===== src/sv/byte_deque_with_palindrome_check_top_defines.svh =====
// ----------------------------------------------------------------------------
// Byte deque assertion macros
// Concurrent assertion wrappers for the byte deque; ASSERT_OFF removes them.
// ----------------------------------------------------------------------------
`ifndef BYTE_DEQUE_WITH_PALINDROME_CHECK_TOP_DEFINES_SVH
`define BYTE_DEQUE_WITH_PALINDROME_CHECK_TOP_DEFINES_SVH

`ifndef ASSERT_OFF
// condition must hold at every edge out of reset
`define BDQ_ASSERT(lbl, clk, rst, prop, msg) \
  lbl: assert property (@(posedge clk) disable iff (rst) (prop)) else $error(msg);
// consequent must hold in the cycle after the antecedent
`define BDQ_ASSERT_NEXT(lbl, clk, rst, ante, cons, msg) \
  lbl: assert property (@(posedge clk) disable iff (rst) (ante) |=> (cons)) else $error(msg);
`else
`define BDQ_ASSERT(lbl, clk, rst, prop, msg)
`define BDQ_ASSERT_NEXT(lbl, clk, rst, ante, cons, msg)
`endif

`endif


===== src/sv/bdq_pkg.sv =====
// ----------------------------------------------------------------------------
// Byte deque package
// Field widths, request and status codes, control states and the result type.
// ----------------------------------------------------------------------------
package bdq_pkg;

  localparam int DEPTH_DEF = 16;

  localparam int REQ_W    = 3;
  localparam int BYTE_W   = 8;
  localparam int FILL_W   = 5;
  localparam int STATUS_W = 2;

  typedef enum logic [REQ_W-1:0] {
    REQ_PUSH_FRONT = 3'd0,
    REQ_PUSH_REAR  = 3'd1,
    REQ_POP_FRONT  = 3'd2,
    REQ_POP_REAR   = 3'd3,
    REQ_CHECK      = 3'd4
  } req_t;

  typedef enum logic [STATUS_W-1:0] {
    ST_OK    = 2'd0,
    ST_EMPTY = 2'd1,
    ST_FULL  = 2'd2
  } status_t;

  typedef enum logic [1:0] {
    S_IDLE,
    S_POP,
    S_CHECK
  } state_t;

  typedef struct packed {
    logic [BYTE_W-1:0]   popped_value;
    logic [BYTE_W-1:0]   front_value;
    logic [BYTE_W-1:0]   rear_value;
    logic [FILL_W-1:0]   fill_count;
    logic [STATUS_W-1:0] status;
    logic                is_palindrome;
  } res_t;

endpackage


===== src/sv/bdq_ifs.sv =====
// ----------------------------------------------------------------------------
// Byte deque channels
// Valid/ready request and result channels of the byte deque.
// ----------------------------------------------------------------------------
interface bdq_req_if;
  logic                          valid;
  logic                          ready;
  logic [bdq_pkg::REQ_W-1:0]     req_type;
  logic [bdq_pkg::BYTE_W-1:0]    push_value;

  modport source (output valid, req_type, push_value, input ready);
  modport sink   (input valid, req_type, push_value, output ready);
endinterface

interface bdq_res_if;
  logic                          valid;
  logic                          ready;
  logic [bdq_pkg::BYTE_W-1:0]    popped_value;
  logic [bdq_pkg::BYTE_W-1:0]    front_value;
  logic [bdq_pkg::BYTE_W-1:0]    rear_value;
  logic [bdq_pkg::FILL_W-1:0]    fill_count;
  logic [bdq_pkg::STATUS_W-1:0]  status;
  logic                          is_palindrome;

  modport source (output valid, popped_value, front_value, rear_value, fill_count,
                  status, is_palindrome, input ready);
  modport sink   (input valid, popped_value, front_value, rear_value, fill_count,
                  status, is_palindrome, output ready);
endinterface


===== src/sv/byte_deque_with_palindrome_check_top.sv =====
// ----------------------------------------------------------------------------
// Byte deque with palindrome check
// Bounded double-ended byte queue in a ring memory, with a mirrored-pair check.
// ----------------------------------------------------------------------------
//  channel | dir | payload                                    | one item
//  --------+-----+--------------------------------------------+-------------------
//  req     | in  | req_type, push_value                       | one request
//  res     | out | popped_value, front_value, rear_value,     | one result per req
//          |     | fill_count, status, is_palindrome          |
//
//  Push, failed pop/push, unknown code, short check: finished without leaving
//  IDLE. Pop that leaves the deque non-empty: passes through POP (read of the
//  new end entry through the registered memory port).
//  Check on N >= 2 bytes: walks up to N/2 mirrored pairs in CHECK, one mirrored
//  pair per cycle over the two read ports; stops early on the first mismatch.
//  Reset clears state, pointers, count and the valid flags; the ring memory is
//  not cleared. A finished result parks in a hold register while res stalls;
//  req is open only in IDLE with that register empty.
// ----------------------------------------------------------------------------
`include "byte_deque_with_palindrome_check_top_defines.svh"

module byte_deque_with_palindrome_check_top #(
  parameter int DEPTH = bdq_pkg::DEPTH_DEF
) (
  input  logic          clk,
  input  logic          rst,
  bdq_req_if.sink       req,
  bdq_res_if.source     res
);

  localparam int AW = (DEPTH > 1) ? $clog2(DEPTH) : 1;  // ring index
  localparam int CW = $clog2(DEPTH + 1);                // fill count
  localparam int PW = $clog2(DEPTH / 2 + 1);            // pairs still to compare
  localparam int BW = bdq_pkg::BYTE_W;

  // ring index step with wrap; DEPTH need not be a power of two
  function automatic logic [AW-1:0] idx_inc(input logic [AW-1:0] i);
    return (i == AW'(DEPTH - 1)) ? '0 : i + AW'(1);
  endfunction

  function automatic logic [AW-1:0] idx_dec(input logic [AW-1:0] i);
    return (i == '0) ? AW'(DEPTH - 1) : i - AW'(1);
  endfunction

  // control state
  bdq_pkg::state_t state, state_next;
  logic [AW-1:0]   head, head_next;        // front entry
  logic [AW-1:0]   tail, tail_next;        // rear entry, meaningful when count != 0
  logic [CW-1:0]   count, count_next;

  // cached end bytes, so pushes need no memory read
  logic [BW-1:0]   front_byte, front_byte_next;
  logic [BW-1:0]   rear_byte, rear_byte_next;

  // pop in flight
  logic            pop_front, pop_front_next;
  logic [BW-1:0]   popped, popped_next;

  // mirror walk
  logic [AW-1:0]   lo, lo_next;
  logic [AW-1:0]   hi, hi_next;
  logic [PW-1:0]   pairs_left, pairs_left_next;

  // ring memory
  logic [BW-1:0]   mem [DEPTH];
  logic            wr_en;
  logic [AW-1:0]   wr_addr;
  logic [BW-1:0]   wr_data;
  logic [AW-1:0]   rd_addr_a, rd_addr_b;
  logic [BW-1:0]   rd_a, rd_b;

  // result path
  logic            accept;
  logic            done;
  bdq_pkg::res_t   done_res;
  logic            out_valid;
  bdq_pkg::res_t   out_res;
  logic            hold_valid;
  bdq_pkg::res_t   hold_res;
  logic            out_free;

  logic            full, empty;
  logic            pair_miss, pair_last;

  assign full      = (count == CW'(DEPTH));
  assign empty     = (count == '0);
  assign pair_miss = (rd_a != rd_b);
  assign pair_last = (pairs_left == PW'(1));

  assign req.ready = (state == bdq_pkg::S_IDLE) && !hold_valid;
  assign accept    = req.valid && req.ready;
  assign out_free  = !out_valid || res.ready;

  // ---------------------------------------------------------------------------
  // Next state: only non-trivial pops and checks leave IDLE
  // ---------------------------------------------------------------------------
  always_comb begin
    state_next = state;
    unique case (state)
      bdq_pkg::S_IDLE: begin
        if (accept) begin
          if ((req.req_type == bdq_pkg::REQ_POP_FRONT ||
               req.req_type == bdq_pkg::REQ_POP_REAR) && count >= CW'(2)) begin
            state_next = bdq_pkg::S_POP;
          end else if (req.req_type == bdq_pkg::REQ_CHECK && count >= CW'(2)) begin
            state_next = bdq_pkg::S_CHECK;
          end
        end
      end
      bdq_pkg::S_POP: begin
        state_next = bdq_pkg::S_IDLE;
      end
      bdq_pkg::S_CHECK: begin
        if (pair_miss || pair_last) begin
          state_next = bdq_pkg::S_IDLE;
        end
      end
      default: state_next = bdq_pkg::S_IDLE;
    endcase
  end

  // ---------------------------------------------------------------------------
  // Datapath and result
  // ---------------------------------------------------------------------------
  always_comb begin
    logic [BW-1:0] res_popped;
    logic [1:0]    res_status;
    logic          res_pal;
    logic [AW-1:0] slot;

    head_next       = head;
    tail_next       = tail;
    count_next      = count;
    front_byte_next = front_byte;
    rear_byte_next  = rear_byte;
    pop_front_next  = pop_front;
    popped_next     = popped;
    lo_next         = lo;
    hi_next         = hi;
    pairs_left_next = pairs_left;
    wr_en           = 1'b0;
    wr_addr         = head;
    wr_data         = req.push_value;
    rd_addr_a       = head;
    rd_addr_b       = tail;
    done            = 1'b0;
    res_popped      = '0;
    res_status      = bdq_pkg::ST_OK;
    res_pal         = 1'b0;
    slot            = head;

    unique case (state)
      bdq_pkg::S_IDLE: begin
        if (accept) begin
          case (req.req_type)
            bdq_pkg::REQ_PUSH_FRONT: begin
              done = 1'b1;
              if (full) begin
                res_status = bdq_pkg::ST_FULL;
              end else begin
                slot            = idx_dec(head);
                wr_en           = 1'b1;
                wr_addr         = slot;
                head_next       = slot;
                front_byte_next = req.push_value;
                count_next      = count + CW'(1);
                if (empty) begin
                  tail_next      = slot;
                  rear_byte_next = req.push_value;
                end
              end
            end
            bdq_pkg::REQ_PUSH_REAR: begin
              done = 1'b1;
              if (full) begin
                res_status = bdq_pkg::ST_FULL;
              end else begin
                slot           = empty ? head : idx_inc(tail);
                wr_en          = 1'b1;
                wr_addr        = slot;
                tail_next      = slot;
                rear_byte_next = req.push_value;
                count_next     = count + CW'(1);
                if (empty) begin
                  front_byte_next = req.push_value;
                end
              end
            end
            bdq_pkg::REQ_POP_FRONT: begin
              if (empty) begin
                done       = 1'b1;
                res_status = bdq_pkg::ST_EMPTY;
              end else begin
                res_popped     = front_byte;
                popped_next    = front_byte;
                pop_front_next = 1'b1;
                head_next      = idx_inc(head);
                count_next     = count - CW'(1);
                rd_addr_a      = idx_inc(head);
                done           = (count == CW'(1));
              end
            end
            bdq_pkg::REQ_POP_REAR: begin
              if (empty) begin
                done       = 1'b1;
                res_status = bdq_pkg::ST_EMPTY;
              end else begin
                res_popped     = rear_byte;
                popped_next    = rear_byte;
                pop_front_next = 1'b0;
                tail_next      = idx_dec(tail);
                count_next     = count - CW'(1);
                rd_addr_a      = idx_dec(tail);
                done           = (count == CW'(1));
              end
            end
            bdq_pkg::REQ_CHECK: begin
              // first pair is read in this cycle
              lo_next         = head;
              hi_next         = tail;
              pairs_left_next = PW'(count >> 1);
              if (count < CW'(2)) begin
                done    = 1'b1;
                res_pal = 1'b1;
              end
            end
            default: begin
              done = 1'b1;
            end
          endcase
        end
      end
      bdq_pkg::S_POP: begin
        done       = 1'b1;
        res_popped = popped;
        if (pop_front) begin
          front_byte_next = rd_a;
        end else begin
          rear_byte_next = rd_a;
        end
      end
      bdq_pkg::S_CHECK: begin
        if (pair_miss) begin
          done = 1'b1;
        end else if (pair_last) begin
          done    = 1'b1;
          res_pal = 1'b1;
        end else begin
          lo_next         = idx_inc(lo);
          hi_next         = idx_dec(hi);
          pairs_left_next = pairs_left - PW'(1);
          rd_addr_a       = idx_inc(lo);
          rd_addr_b       = idx_dec(hi);
        end
      end
      default: begin
      end
    endcase

    done_res.popped_value  = res_popped;
    done_res.front_value   = (count_next != '0) ? front_byte_next : '0;
    done_res.rear_value    = (count_next != '0) ? rear_byte_next : '0;
    done_res.fill_count    = bdq_pkg::FILL_W'(count_next);
    done_res.status        = res_status;
    done_res.is_palindrome = res_pal;
  end

  // ---------------------------------------------------------------------------
  // Registers
  // ---------------------------------------------------------------------------
  always_ff @(posedge clk) begin
    if (rst) begin
      state <= bdq_pkg::S_IDLE;
      head  <= '0;
      tail  <= '0;
      count <= '0;
    end else begin
      state <= state_next;
      head  <= head_next;
      tail  <= tail_next;
      count <= count_next;
    end
  end

  always_ff @(posedge clk) begin
    front_byte <= front_byte_next;
    rear_byte  <= rear_byte_next;
    pop_front  <= pop_front_next;
    popped     <= popped_next;
    lo         <= lo_next;
    hi         <= hi_next;
    pairs_left <= pairs_left_next;
  end

  // ring memory: one write port, two registered read ports
  always_ff @(posedge clk) begin
    if (wr_en) begin
      mem[wr_addr] <= wr_data;
    end
    rd_a <= mem[rd_addr_a];
    rd_b <= mem[rd_addr_b];
  end

  // output register plus hold slot; a held result always drains first
  always_ff @(posedge clk) begin
    if (rst) begin
      out_valid  <= 1'b0;
      hold_valid <= 1'b0;
    end else begin
      if (hold_valid) begin
        if (out_free) begin
          out_valid  <= 1'b1;
          hold_valid <= 1'b0;
        end
      end else if (done) begin
        if (out_free) begin
          out_valid <= 1'b1;
        end else begin
          hold_valid <= 1'b1;
        end
      end else if (out_free) begin
        out_valid <= 1'b0;
      end
    end
  end

  always_ff @(posedge clk) begin
    if (hold_valid) begin
      if (out_free) begin
        out_res <= hold_res;
      end
    end else if (done) begin
      if (out_free) begin
        out_res <= done_res;
      end else begin
        hold_res <= done_res;
      end
    end
  end

  assign res.valid         = out_valid;
  assign res.popped_value  = out_res.popped_value;
  assign res.front_value   = out_res.front_value;
  assign res.rear_value    = out_res.rear_value;
  assign res.fill_count    = out_res.fill_count;
  assign res.status        = out_res.status;
  assign res.is_palindrome = out_res.is_palindrome;

  // ---------------------------------------------------------------------------
  // Assertions
  // ---------------------------------------------------------------------------
  `BDQ_ASSERT(a_count_bound, clk, rst, count <= CW'(DEPTH), "fill count beyond depth")
  `BDQ_ASSERT(a_hold_behind_out, clk, rst, !hold_valid || out_valid, "hold used with free out")
  `BDQ_ASSERT(a_hold_idle, clk, rst, !hold_valid || state == bdq_pkg::S_IDLE, "item in flight while result held")
  `BDQ_ASSERT_NEXT(a_push_grows, clk, rst, accept && !full && (req.req_type == bdq_pkg::REQ_PUSH_FRONT || req.req_type == bdq_pkg::REQ_PUSH_REAR), count == $past(count) + CW'(1), "push did not grow count")

endmodule


===== src/flat_wrapper.sv =====
// flat-port wrapper written by rule: the top's interface ports become plain ports
module byte_deque_with_palindrome_check_top_flat 
#(
  parameter int DEPTH = bdq_pkg::DEPTH_DEF
)
  (clk, rst, req_valid, req_req_type, req_push_value, req_ready, res_valid, res_popped_value, res_front_value, res_rear_value, res_fill_count, res_status, res_is_palindrome, res_ready);
  bdq_req_if req_i ();
  bdq_res_if res_i ();
  input  logic clk;
  input  logic rst;
  input wire logic [$bits(req_i.valid)-1:0] req_valid;
  input wire logic [$bits(req_i.req_type)-1:0] req_req_type;
  input wire logic [$bits(req_i.push_value)-1:0] req_push_value;
  output wire logic [$bits(req_i.ready)-1:0] req_ready;
  output wire logic [$bits(res_i.valid)-1:0] res_valid;
  output wire logic [$bits(res_i.popped_value)-1:0] res_popped_value;
  output wire logic [$bits(res_i.front_value)-1:0] res_front_value;
  output wire logic [$bits(res_i.rear_value)-1:0] res_rear_value;
  output wire logic [$bits(res_i.fill_count)-1:0] res_fill_count;
  output wire logic [$bits(res_i.status)-1:0] res_status;
  output wire logic [$bits(res_i.is_palindrome)-1:0] res_is_palindrome;
  input wire logic [$bits(res_i.ready)-1:0] res_ready;
  assign req_i.valid = req_valid;
  assign req_i.req_type = req_req_type;
  assign req_i.push_value = req_push_value;
  assign req_ready = req_i.ready;
  assign res_valid = res_i.valid;
  assign res_popped_value = res_i.popped_value;
  assign res_front_value = res_i.front_value;
  assign res_rear_value = res_i.rear_value;
  assign res_fill_count = res_i.fill_count;
  assign res_status = res_i.status;
  assign res_is_palindrome = res_i.is_palindrome;
  assign res_i.ready = res_ready;
  byte_deque_with_palindrome_check_top #(.DEPTH(DEPTH)) u_core (.clk(clk), .rst(rst), .req(req_i), .res(res_i));
endmodule

===== config.mk =====
export PLATFORM = sky130hd
export DESIGN_NAME = byte_deque_with_palindrome_check_top_flat
export DESIGN_NICKNAME = d
export VERILOG_FILES = /design/src/sv/bdq_pkg.sv /design/src/sv/bdq_ifs.sv /design/src/sv/byte_deque_with_palindrome_check_top.sv /design/src/flat_wrapper.sv
export VERILOG_INCLUDE_DIRS = /design/src /design/src/sv
export SDC_FILE = /design/constraint.sdc
export NUM_CORES = 1
export LEC_CHECK = 0
export BUFFER_PORTS_ARGS = -buffer_cell sky130_fd_sc_hd__buf_2
export CORE_MARGIN = 3
export CORE_UTILIZATION = 47
export CTS_CLUSTER_SIZE = 16
export DETAILED_ROUTE_END_ITERATION = 8
export HOLD_SLACK_MARGIN = 0.1
export PLACE_DENSITY_LB_ADDON = 0.12
export SKIP_LAST_GASP = 1
export SLEW_MARGIN = 20
export SYNTH_ARGS = -nofsm -noshare
export SYNTH_HDL_FRONTEND = slang
export SYNTH_SLANG_ARGS = --single-unit

===== constraint.sdc =====
create_clock -name clk -period 8.1 [get_ports clk]
set_clock_uncertainty 0.05 [all_clocks]
set_input_delay 0 -clock clk [delete_from_list [all_inputs] [get_ports clk]]
set_output_delay 0 -clock clk [all_outputs]
set_load 0.03 [all_outputs]

**After elaboration in Yosys (flattened, before gate mapping)**

Memories as Yosys holds them, arrays and structs flattened. A register that Yosys moved wholly into a read port is not among the register bits.
Cells that the tools add are included.

- Flip-flop bits (word level): 118
- Memory bits (writable): 128
- Input bits: 15
- Output and inout port bits: 34
- Logic and storage cells: 209
- Memories kept: 1

Memory list:

| memory | depth | bits a word | rd ports | clocked after memory_dff | wr ports | RTL line | source |
|---|---|---|---|---|---|---|---|
| u_core.mem | 16 | 8 | 2 | 2 | 1 | byte_deque_with_palindrome_check_top.sv:65 | `logic [BW-1:0] mem [DEPTH];` |

- $add $sub $neg: 9
- Order comparisons: 2
- Equal/unequal tests: 26
- Multiplexer cells: 113
- Bitwise gates (word level): 2
- Reductions and logical operators: 31

Operators with widths:

| kind | count |
|---|---|
| 4-bit two-way mux | 35 |
| 8-bit two-way mux | 17 |
| 32-bit two-way mux | 4 |
| 8-bit one-hot mux with 2 select lines | 7 |
| 4-bit one-hot mux with 2 select lines | 7 |
| 1-bit two-way mux | 24 |
| 5-bit two-way mux | 4 |
| 2-bit != test, second input constant | 9 |
| 4-bit by 1-bit subtractor with 4-bit output, second input constant | 4 |
| 2-bit two-way mux | 7 |
| 4-bit by 1-bit adder with 4-bit output, second input constant | 3 |
| 4-bit equality test, second input constant | 3 |
| 4-bit logical NOT | 3 |
| 4-bit one-hot mux with 3 select lines | 1 |
| 3-bit AND reduction | 4 |
| 5-bit one-hot mux with 2 select lines | 1 |
| 5-bit AND reduction | 2 |
| 8-bit != test | 1 |
| 2-bit one-hot mux with 2 select lines | 2 |
| 2-bit nonzero test | 4 |
| 7-bit AND reduction | 1 |
| 3-bit by 2-bit equality test with 1-bit output, second input constant | 2 |
| 2-bit by 1-bit != test with 1-bit output, second input constant | 3 |
| 1-bit one-hot mux with 2 select lines | 3 |
| 23 further kinds | 32 |

**Longest topological paths before layout**

Gate-level depths: netlist of the first run.

- Depth in word-level cells: 10
- Mapped depth: 13

**Least setup slack after synthesis of the first run**

OpenSTA, ideal clock, no wires.

- Path type: register -> register
- Start point: register u_core.state[1]
- End point: register u_core.hold_res[0] (netlist name) (enable)
- Setup time: 0.461 ns
- Data arrival time: 3.610 ns
- Data required time: 7.589 ns
- Path slack: 3.979 ns
- Stages on the path, launching flop included: 6
- Buffers on the path: 1
- Cells stage by stage: dfxtp_1 or4b_1 buf_2 a221oi_1 nor3_1 nor3_1

- Cells in the longest elaborated chain, start to end: 6
- Elaborated cells on any way between the ends: 8
- Those cells by class: eq/ne (2); mux (2); reduce/logical (4)

RTL lines:

| what | RTL line | source |
|---|---|---|
| start, declared | byte_deque_with_palindrome_check_top.sv:46 | `bdq_pkg::state_t state, state_next;` |
| start signal, assigned | byte_deque_with_palindrome_check_top.sv:273 | `state <= bdq_pkg::S_IDLE;` |
| start signal, assigned | byte_deque_with_palindrome_check_top.sv:278 | `state <= state_next;` |
| 2-bit logical NOT | byte_deque_with_palindrome_check_top.sv:90, byte_deque_with_palindrome_check_top.sv:152 |  |
| 1-bit logical AND | byte_deque_with_palindrome_check_top.sv:90 | `assign req.ready = (state == bdq_pkg::S_IDLE) && !hold_valid;` |
| 1-bit logical AND | byte_deque_with_palindrome_check_top.sv:91 | `assign accept = req.valid && req.ready;` |
| 1-bit two-way mux | byte_deque_with_palindrome_check_top.sv:154 | `if (accept) begin` |
| 1-bit one-hot mux with 3 select lines * | byte_deque_with_palindrome_check_top.sv:152 | `unique case (state)` |
| 3-bit AND reduction (no line) * | - |  |
| end signal, assigned | byte_deque_with_palindrome_check_top.sv:336 | `hold_res <= done_res;` |
| end, declared | byte_deque_with_palindrome_check_top.sv:79 | `bdq_pkg::res_t hold_res;` |

Mark *: on every way between the ends. The rest lies on a longest branch, timed or not.
A chain may end at the register's enable or synchronous reset.

**Worst setup path in the final report of the first run**

- Start point: register u_core.count[1]
- End point: register u_core.rd_a[2] (read register of u_core.mem)

- Cells in the longest elaborated chain, start to end: 5
- Elaborated cells on any way between the ends: 6
- Those cells by class: mux (5); reduce/logical (1)

RTL lines:

| what | RTL line | source |
|---|---|---|
| start, declared | byte_deque_with_palindrome_check_top.sv:49 | `logic [CW-1:0] count, count_next;` |
| start signal, assigned | byte_deque_with_palindrome_check_top.sv:281 | `count <= count_next;` |
| 5-bit logical NOT * | byte_deque_with_palindrome_check_top.sv:86 | `assign empty = (count == '0);` |
| 4-bit two-way mux (on tied branches) | byte_deque_with_palindrome_check_top.sv:204, byte_deque_with_palindrome_check_top.sv:190 |  |
| 4-bit one-hot mux with 2 select lines * | byte_deque_with_palindrome_check_top.sv:155 | `case (req.req_type)` |
| 4-bit two-way mux * | byte_deque_with_palindrome_check_top.sv:154 |  |
| 4-bit one-hot mux with 2 select lines * | byte_deque_with_palindrome_check_top.sv:152 |  |
| end, declared | byte_deque_with_palindrome_check_top.sv:70 | `logic [BW-1:0] rd_a, rd_b;` |

Marks and branches as above.

==> results of run 1 <==
## synth_stat cells (3+ instances only)
master,count
a221oi_1,18
a22oi_1,12
a211oi_1,7
nor2b_1,7
nor4_1,3
and2_4,9
o31ai_1,5
o221ai_1,18
mux2_2,46
inv_1,45
and3_1,7
nand2b_1,21
nand3_1,7
or3_1,4
xnor2_1,17
edfxtp_1,213
o21ai_0,54
mux2i_1,71
a21o_1,4
buf_6,4
nor2_1,78
nor3b_1,3
ha_1,14
buf_2,11
mux4_2,32
a221o_1,25
nor3_1,16
a31oi_1,4
buf_1,7
a21oi_1,31
or2_2,6
nand2_1,58
and2_1,11
buf_4,6
o22ai_1,15
dfxtp_1,49
clkbuf_1,39
## stage by stage
step / hold WS (ps) / std cells
finish: 226 / 1453
global route: 259 / 1453
CTS: 197 / 1453
detailed placement: 348 / 1384
global placement: 353 / 1384
floorplan: 48.9 / 1022
## cell usage in the layout (no fill, tap or decap), types with 12 or more instances in the layout
cell / netlist / layout
nand2_1: 58 / 58
o21ai_0: 54 / 54
nor3_1: 16 / 15
ha_1: 14 / 14
o22ai_1: 15 / 15
a221oi_1: 18 / 18
dlygate4sd3_1: 0 / 15
buf_2: 11 / 48
a21oi_1: 31 / 29
dfxtp_1: 49 / 49
a22oi_1: 12 / 12
nand2b_1: 21 / 21
mux2i_1: 71 / 71
xnor2_1: 17 / 17
clkbuf_16: 0 / 29
a221o_1: 25 / 25
mux2_2: 46 / 46
nor2_1: 78 / 78
edfxtp_1: 213 / 213
inv_1: 45 / 45
mux4_2: 32 / 32
o221ai_1: 18 / 18
## kinds of logic after synthesis
kind of cell | count (synthesis) | share of synthesized area [%]
mux | 150 | 15.1
fa+ha+maj | 14 | 1.35
xor+xnor | 17 | 1.15
compound gates | 215 | 11.8
simple gates | 251 | 10.1
flops | 262 | 56.8
buf+inv | 113 | 3.78
## cell type report
class	count	area, um2	share of cell area (%)
clock buffers	35	758	5.17
clock inverters	19	260	1.77
inverters	45	169	1.15
multi-input cells	647	5180	35.3
flip-flops and latches	262	7380	50.3
well taps	372	465	3.17
repair buffers	73	465	3.17
## registers in the layout, indices dropped and copies added, names as in the netlist, 2 cells and up
name and cells:
u_core.rear_byte 8, u_core.res.front_value 8, u_core.hold_res 32, u_core.head 4, u_core.mem 128, u_core.popped 8, u_core.front_byte 8, u_core.res.rear_value 8
u_core.pairs_left 4, u_core.hi 4, u_core.res.status 2, u_core.res.popped_value 8, u_core.state 2, u_core.lo 4, u_core.rd_b 8, u_core.rd_a 8
u_core.tail 4, u_core.count 5, u_core.res.fill_count 5
## worst max path at each step
| stage | startpoint | end | slack [ps] |
|---|---|---|---|
| final | u_core.count[1]$_SDFF_PP0_ | u_core.rd_a[2]$_DFF_P_ | 3470 |
| after global placement | u_core.count[1]$_SDFF_PP0_ | u_core.rd_a[3]$_DFF_P_ | 3640 |
| after CTS | u_core.count[1]$_SDFF_PP0_ | u_core.rd_a[2]$_DFF_P_ | 3520 |
| after detailed placement | u_core.count[1]$_SDFF_PP0_ | u_core.rd_a[2]$_DFF_P_ | 3540 |
| after floorplan | u_core.state[1]$_SDFFE_PP0P_ | u_core.hold_res[0]$_DFFE_PP_ | 3980 |
| after global routing | u_core.count[1]$_SDFF_PP0_ | u_core.rd_a[2]$_DFF_P_ | 3310 |
## worst max-delay path, cell delays in order, from the launching register on
cell      delay [ps]
dfxtp_1          410
inv_1            170
ha_1             260
or4b_1           790
nand3_2          420
nor2_1           130
a311oi_4         270
buf_4            740
inv_1             70
and2_1           420
a221o_1          380
a221o_1          350
## routing by layer
metal / vias up / wire [um] / GRT usage (%)
li1: 3999 / - / -
met1: 4306 / 14100 / 29.1
met2: 261 / 15700 / 36.3
met3: 60 / 1620 / 2.70
met4: 0 / 944 / 6.56
met5: - / 0 / 0
## power by group
part	internal (W)	leakage (nW)	switching, W
clock network	0.000860	0.495	0.000544
logic	0.000210	2.33	0.000295
registers	0.00155	2.37	0.0000641
total	0.00262	5.19	0.000903
==> results_dict.tcl, run 1 <==
set metrics [dict create \
    fin_crit_sh_pct 57.1 \
    antenna_left 0 \
    power.total_w 0.00353 \
    place_congestion 0.908 \
    grt_pass1_vias 8276 \
    tns_ps 0 \
    synth_edf_count 213 \
    layout-drive-gt1-share_pct 19.9 \
    start_util_pct 48.0 \
    setup_viol 0 \
    cts_root_buf "clkbuf_16" \
    fin_area_um2 14700 \
    finalHoldViolCount 0 \
    grt_pass1_wl_mm 48.7 \
    synth_top_area_share_pct 49.2 \
    rr_startpoint "u_core.count[1]$_SDFF_PP0_" \
    arrival_ps 5010 \
    setup.worst_path.start_class "register" \
    layout_setup_ws_ps 3470 \
    status "complete, no violations" \
    ys_types 71 \
    n_antenna_cell 0 \
    reg2reg_to "u_core.rd_a[2]$_DFF_P_" \
    ff2ff_path_depth 11 \
    fin_util_pct 54.1 \
    htree_levels 1 \
    drv_cap 0 \
    post_drt_wl_per_cell_um 22.3 \
    worstSkewPairLatency_ps 550 \
    hold_start "req_req_type[0]" \
    dieWidth_um 172 \
    rows 60 \
    synth_top_area_cell "edfxtp_1" \
    yosysWarningCount 0 \
    port_buffers 48 \
    hold_class "primary input to register" \
    p_per_area_nw_per_um2 240 \
    die-area_um2 29700 \
    first_iter_violations 711 \
    place_area_um2 13500 \
    leakage_nw 5.19 \
    first_pass_iters 6 \
    avgSynthCellArea_um2 12.7 \
    coreArea_um2 27100 \
    ctsLongestPathBuffers 3 \
    synth-seq-area-share_pct 56.8 \
    antenna_found_initial 0 \
    ctsHoldBuffers 15 \
    synth.cell_area_um2 13000 \
    drt_wl_total_mm 32.4 \
    netlist_top_cells_area "edfxtp_1 49%, dfxtp_1 7.5%, mux4_2 5.5%, mux2i_1 5.5%, mux2_2 4.0%" \
    critical_path_required_ps 8480 \
    cts_setup_buffers 0 \
    cts_tree "yes" \
    reg2reg_slack_ps 3470 \
    fillCellCount 2253 \
    die_h_um 172 \
    vias 8626 \
    drc 0 \
    grt_setup_unrepaired "no" \
    fin_crit_ps 4630 \
    holdPathStages 3 \
    ys_ff_latch 262 \
    clock_sinks 262 \
    max_slew_margin_pct 24.8 \
    max_freq_mhz 216 \
    finalNetCount 1087 \
    clk_pin_slew_ps 60 \
    synth_cells 1022 \
    synth_flop_cell "edfxtp_1" \
    slew_viol_final 0 \
    async_flop_share_pct 0 \
    area_growth_pct 12.9 \
    post_cts_resized 0 \
    synth_nets 1051 \
    path_class "register to register" \
    grt_start_max_net_pins 51 \
    cts_buffers 29 \
    pin_count 49 \
    place_ws_ps 3540 \
    worstPathMaxFanout 50 \
    hold_end "u_core.hold_res[31]$_DFFE_PP_" \
    endpoint_kind "register" \
    worst_slew_pin_slew_ps 1120 \
    track_usage_pct 21.4 \
    grt.overflow.total 0 \
    dp_hpwl_mm 21.4 \
    max-vdd-ir-drop_mv 0.179 \
    routed_via_density 5.94 \
]
Power figures use the tool's default switching activity.
==> run 2: changes to the inputs <==
==> constraint.sdc (replaced) <==
create_clock -name clk -period 4.3 [get_ports clk]
set_clock_uncertainty 0.05 [all_clocks]
set_input_delay 0 -clock clk [delete_from_list [all_inputs] [get_ports clk]]
set_output_delay 0 -clock clk [all_outputs]
set_load 0.03 [all_outputs]
==> results_dict.tcl, run 2 (synthesis gave the netlist of run 1 again) <==
set metrics [dict create \
    cts_setup_buffers 0 \
    grt.overflow.total 0 \
    post_drt_wl_per_cell_um 21.8 \
    routed_via_density 5.85 \
    area_growth_pct 13.7 \
    cts_tree "yes" \
    fillCellCount 2269 \
    place_congestion 0.906 \
    antenna_found_initial 0 \
    timing.hold.ws_ps 236 \
    top_register "u_core.mem" \
    arrival_ps 4140 \
    layout_common_cells "213 x edfxtp_1, 78 x nor2_1, 71 x mux2i_1" \
    ctsLongestPathBuffers 3 \
    hold_start "req_req_type[0]" \
    leakage_nw 5.28 \
    dp_hpwl_mm 22.3 \
    hold_class "primary input to register" \
    coreArea_um2 27100 \
    max-vdd-ir-drop_mv 0.394 \
    top_regs "u_core.mem: 128 flops, u_core.hold_res: 32 flops" \
    clock_sinks 262 \
    fin_crit_sh_pct 87.5 \
    clk_pin_slew_ps 60 \
    tns_ps 0 \
    place_area_um2 13700 \
    p_switching_w 0.00166 \
    pwr-share-clk_pct 37.0 \
    drv_cap 0 \
    first_iter_violations 728 \
    dieWidth_um 172 \
    rows 60 \
    status "complete, no violations" \
    endpoint_kind "register" \
    rr_startpoint "u_core.count[1]$_SDFF_PP0_" \
    vias 8646 \
    fin_area_um2 14800 \
    holdPathStages 3 \
    critical_path_required_ps 4670 \
    worstPathMaxFanout 16 \
    cts_root_buf "clkbuf_16" \
    die_h_um 172 \
    n_antenna_cell 0 \
    hold_end "u_core.hold_res[31]$_DFFE_PP_" \
    track_usage_pct 22.0 \
    reg2reg_to "u_core.rd_a[4]$_DFF_P_" \
    grt_pass1_vias 8687 \
    cts_buffers 29 \
    ff2ff_path_depth 11 \
    grt_pass1_wl_mm 50.0 \
    pin_count 49 \
    post_cts_resized 0 \
    seqPwrFrac_pct 47.8 \
    layout-drive-gt1-share_pct 21.3 \
    p_int_w 0.00472 \
    antenna_left 0 \
    setup_viol 0 \
    worst_slew_pin_slew_ps 999 \
    die-area_um2 29700 \
    grt_setup_unrepaired "no" \
    fin_crit_ps 3760 \
    p_sw_share_pct 26.0 \
    layout_commonest_cell "edfxtp_1" \
    worstSkewPairLatency_ps 550 \
    max_freq_mhz 266 \
    first_pass_iters 6 \
    port_buffers 48 \
    start_util_pct 48.0 \
    path_class "register to register" \
    setup.worst_path.start_class "register" \
    reg2reg_slack_ps 540 \
    drc 0 \
    combPwrFrac_pct 15.2 \
    grt_start_max_net_pins 38 \
    p_per_area_nw_per_um2 432 \
    finalHoldViolCount 0 \
    slew_viol_final 0 \
    largest_reg_flops 128 \
    finalNetCount 1113 \
    htree_levels 1 \
    max_slew_margin_pct 33.3 \
    drt_wl_total_mm 32.2 \
]
## run 2: changes by cell type in the layout (fill, tap and decap cells not counted), sizes merged
cell / change
inv: -2
bufinv: -4
buf: +26
clkinvlp: -1
clkbuf: +4
clkinv: +3
## run 2: metal layers
layer	routed length (um)	track usage, %	vias up
met5	0	0	-
met4	1040	7.19	0
met3	1700	2.83	61
met2	15500	36.7	290
met1	13900	29.9	4241
li1	-	-	4054
## run 2: area by class of cell
type	count	area (um2)	share of cell area [%]
Timing Repair Buffer	99	686	4.64
Tap cell	372	465	3.15
Inverter	45	169	1.14
Sequential cell	262	7380	49.9
Multi-Input combinational cell	647	5180	35.0
Clock buffer	39	783	5.30
Clock inverter	15	125	0.846
## run 2: worst max-delay path, stage by stage, from the launching register on
cell and delay [ps]:
dfxtp_1 550, inv_1 160, ha_1 270, nor4b_4 190, buf_4 210, o21ai_0 300
a21oi_1 100, or3_1 630, and2_1 260, buf_4 210, a221o_1 310, a221o_1 380
## run 2: per-stage QoR
step	setup WS [ps]	total power, W	instances	util (%)
after floorplan	179	0.00377	1022	-
after global placement	554	0.00405	1410	50.6
after detailed placement	542	0.00406	1410	50.6
after CTS	503	0.00644	1479	54.5
after global routing	277	0.00665	1479	54.5
final	537	0.00638	1479	54.5
## run 2: how the worst max path moves through the flow
stage	slack [ps]	cells past startpoint	from	end
detailed placement	540	10	u_core.count[1]$_SDFF_PP0_	u_core.res.front_value[2]$_DFFE_PP_
finish	540	11	u_core.count[1]$_SDFF_PP0_	u_core.rd_a[4]$_DFF_P_
CTS	500	10	u_core.count[1]$_SDFF_PP0_	u_core.res.front_value[2]$_DFFE_PP_
global route	280	10	u_core.count[1]$_SDFF_PP0_	u_core.res.front_value[6]$_DFFE_PP_
global placement	550	10	u_core.count[1]$_SDFF_PP0_	u_core.res.front_value[2]$_DFFE_PP_
floorplan	180	5	u_core.state[1]$_SDFFE_PP0P_	u_core.hold_res[0]$_DFFE_PP_
## run 2: power by group through the flow
stage	logic (W)	registers, W	clock network (W)
after floorplan	0.000624	0.00315	0
after global placement	0.000953	0.00310	0
after detailed placement	0.000960	0.00310	0
after CTS	0.000974	0.00305	0.00241
after global routing	0.00106	0.00307	0.00252
final	0.000970	0.00305	0.00236
## run 2: what timing repair did
| action | in CTS | in global routing |
|---|---|---|
| endpoints found under the hold margin | 153 | 0 |
| setup endpoints to repair | 0 | 0 |
| hold buffers | 15 | 0 |
==> run 3: changes to the inputs <==
--- a/config.mk
+++ b/config.mk
@@ -7,6 +7,8 @@
 export NUM_CORES = 1
 export LEC_CHECK = 0
 export BUFFER_PORTS_ARGS = -buffer_cell sky130_fd_sc_hd__buf_2
+export CELL_PAD_IN_SITES_DETAIL_PLACEMENT = 1
+export CELL_PAD_IN_SITES_GLOBAL_PLACEMENT = 1
 export CORE_MARGIN = 3
 export CORE_UTILIZATION = 47
 export CTS_CLUSTER_SIZE = 16
==> constraint.sdc (replaced) <==
create_clock -name clk -period 4.3 [get_ports clk]
set_clock_uncertainty 0.05 [all_clocks]
set_input_delay 1.29 -clock clk [delete_from_list [all_inputs] [get_ports clk]]
set_output_delay 1.29 -clock clk [all_outputs]
set_load 0.03 [all_outputs]
==> results_dict.tcl, run 3 (synthesis gave the netlist of run 1 again) <==
set metrics [dict create \
    drt_wl_total_mm 36.3 \
    die-area_um2 29700 \
    grt_start_max_net_pins 38 \
    post_cts_resized 0 \
    dieWidth_um 172 \
    port_buffers 48 \
    place_area_um2 13900 \
    antenna_left 0 \
    status "complete, no violations" \
    critical_path_required_ps 4640 \
    endpoint_kind "register" \
    worstSkewPairLatency_ps 560 \
    place_congestion 0.879 \
    hold_start "u_core.hold_res[2]$_DFFE_PP_" \
    max_slew_margin_pct 35.7 \
    dp_hpwl_mm 25.7 \
    n_antenna_cell 0 \
    layout_common_cells "213 x edfxtp_1, 78 x nor2_1, 71 x mux2i_1" \
    first_pass_iters 5 \
    setup.worst_path.start_class "register" \
    fin_area_um2 14900 \
    slew_viol_final 0 \
    fin_crit_ps 3850 \
    layout-drive-gt1-share_pct 23.4 \
    leakage_nw 5.35 \
    cts_tree "yes" \
    area_growth_pct 14.4 \
    start_util_pct 48.0 \
    clk_pin_slew_ps 60 \
    setup_viol 0 \
    p_per_area_nw_per_um2 440 \
    arrival_ps 4200 \
    vias 8867 \
    max_freq_mhz 259 \
    fin_crit_sh_pct 89.6 \
    ctsLongestPathBuffers 3 \
    clock_sinks 262 \
    worstSetupStartpoint "u_core.rd_a[3]$_DFF_P_" \
    drc 0 \
    coreArea_um2 27100 \
    drv_cap 0 \
    track_usage_pct 24.5 \
    post_drt_wl_per_cell_um 24.4 \
    timing.hold.ws_ps 483 \
    worstPathMaxFanout 19 \
    finalNetCount 1123 \
    grt_pass1_vias 9190 \
    hold_class "register to register" \
    die_h_um 172 \
    antenna_found_initial 0 \
    grt_pass1_wl_mm 55.3 \
    max-vdd-ir-drop_mv 0.471 \
    grt_setup_unrepaired "no" \
    first_iter_violations 625 \
    tns_ps 0 \
    largest_reg_flops 128 \
    cts_setup_buffers 0 \
    cts_root_buf "clkbuf_16" \
    top_register "u_core.mem" \
    finalHoldViolCount 0 \
    worst_slew_pin_slew_ps 963 \
    cts_buffers 29 \
    top_regs "u_core.mem: 128 flops, u_core.hold_res: 32 flops" \
    rr_startpoint "u_core.rd_a[3]$_DFF_P_" \
    rows 60 \
    grt.overflow.total 0 \
    htree_levels 1 \
    routed_via_density 5.96 \
    path_class "register to register" \
    layout_commonest_cell "edfxtp_1" \
    ctsHoldBuffers 0 \
    pin_count 49 \
]
-- run 3: cell count changes in the layout (fill, tap and decap cells not counted) --
cell,before,now
buf_4,34,58
dlygate4sd3_1,15,0
clkbuf_1,8,3
clkinv_1,5,8
clkinv_2,6,3
clkinvlp_4,1,4
bufinv_16,2,4
clkbuf_8,2,0
buf_12,2,3
nor3_2,1,0
nor3_4,0,1
-- run 3: stage by stage --
step	std cells	setup slack [ps]	power [W]	util (%)
3_3_place_gp	1435	261	0.00408	51.4
4_1_cts	1487	509	0.00659	54.9
6_report	1487	446	0.00654	54.9
3_5_place_dp	1435	207	0.00411	51.4
5_1_grt	1487	376	0.00680	54.9
2_1_floorplan	1022	207	0.00377	-
-- run 3: final timing paths --
kind	to	slack [ps]	depth (start not counted)
max reg2reg	u_core.rd_b[6]$_DFF_P_	450	8
max	u_core.rd_b[6]$_DFF_P_	450	8
min reg2reg	u_core.res.status[1]$_DFFE_PP_	480	1
min	u_core.res.status[1]$_DFFE_PP_	480	1
-- run 3: metal layers --
metal	track usage [%]	vias to the layer above	share of wire [%]
met5	0	-	0
li1	-	4069	-
met4	7.22	0	3.1
met3	2.83	54	3.9
met1	32.2	4526	43
met2	43.2	218	50
-- run 3: final cells by class --
class / instances / area (um2)
clock buffer: 32 / 737
clock inverter: 20 / 204
fill: 2730 / 12200
inverter: 45 / 169
multi-input combinational: 647 / 5180
sequential: 262 / 7380
tap: 372 / 465
timing repair buffer: 109 / 736
-- run 3: worst max-delay path, cell delays in order, from the launching register on --
cell and delay [ps]:
dfxtp_1 450, xnor2_1 190, nand4_1 370, or3_1 690
buf_4 260, a21oi_4 640, mux4_2 400, a22oi_1 400
o221ai_1 240
-- run 3: power by group --
group	leakage (nW)	internal, W	switching [W]
Combinational	2.53	0.000416	0.000592
Sequential	2.37	0.00292	0.000122
Clock	0.447	0.00147	0.00102
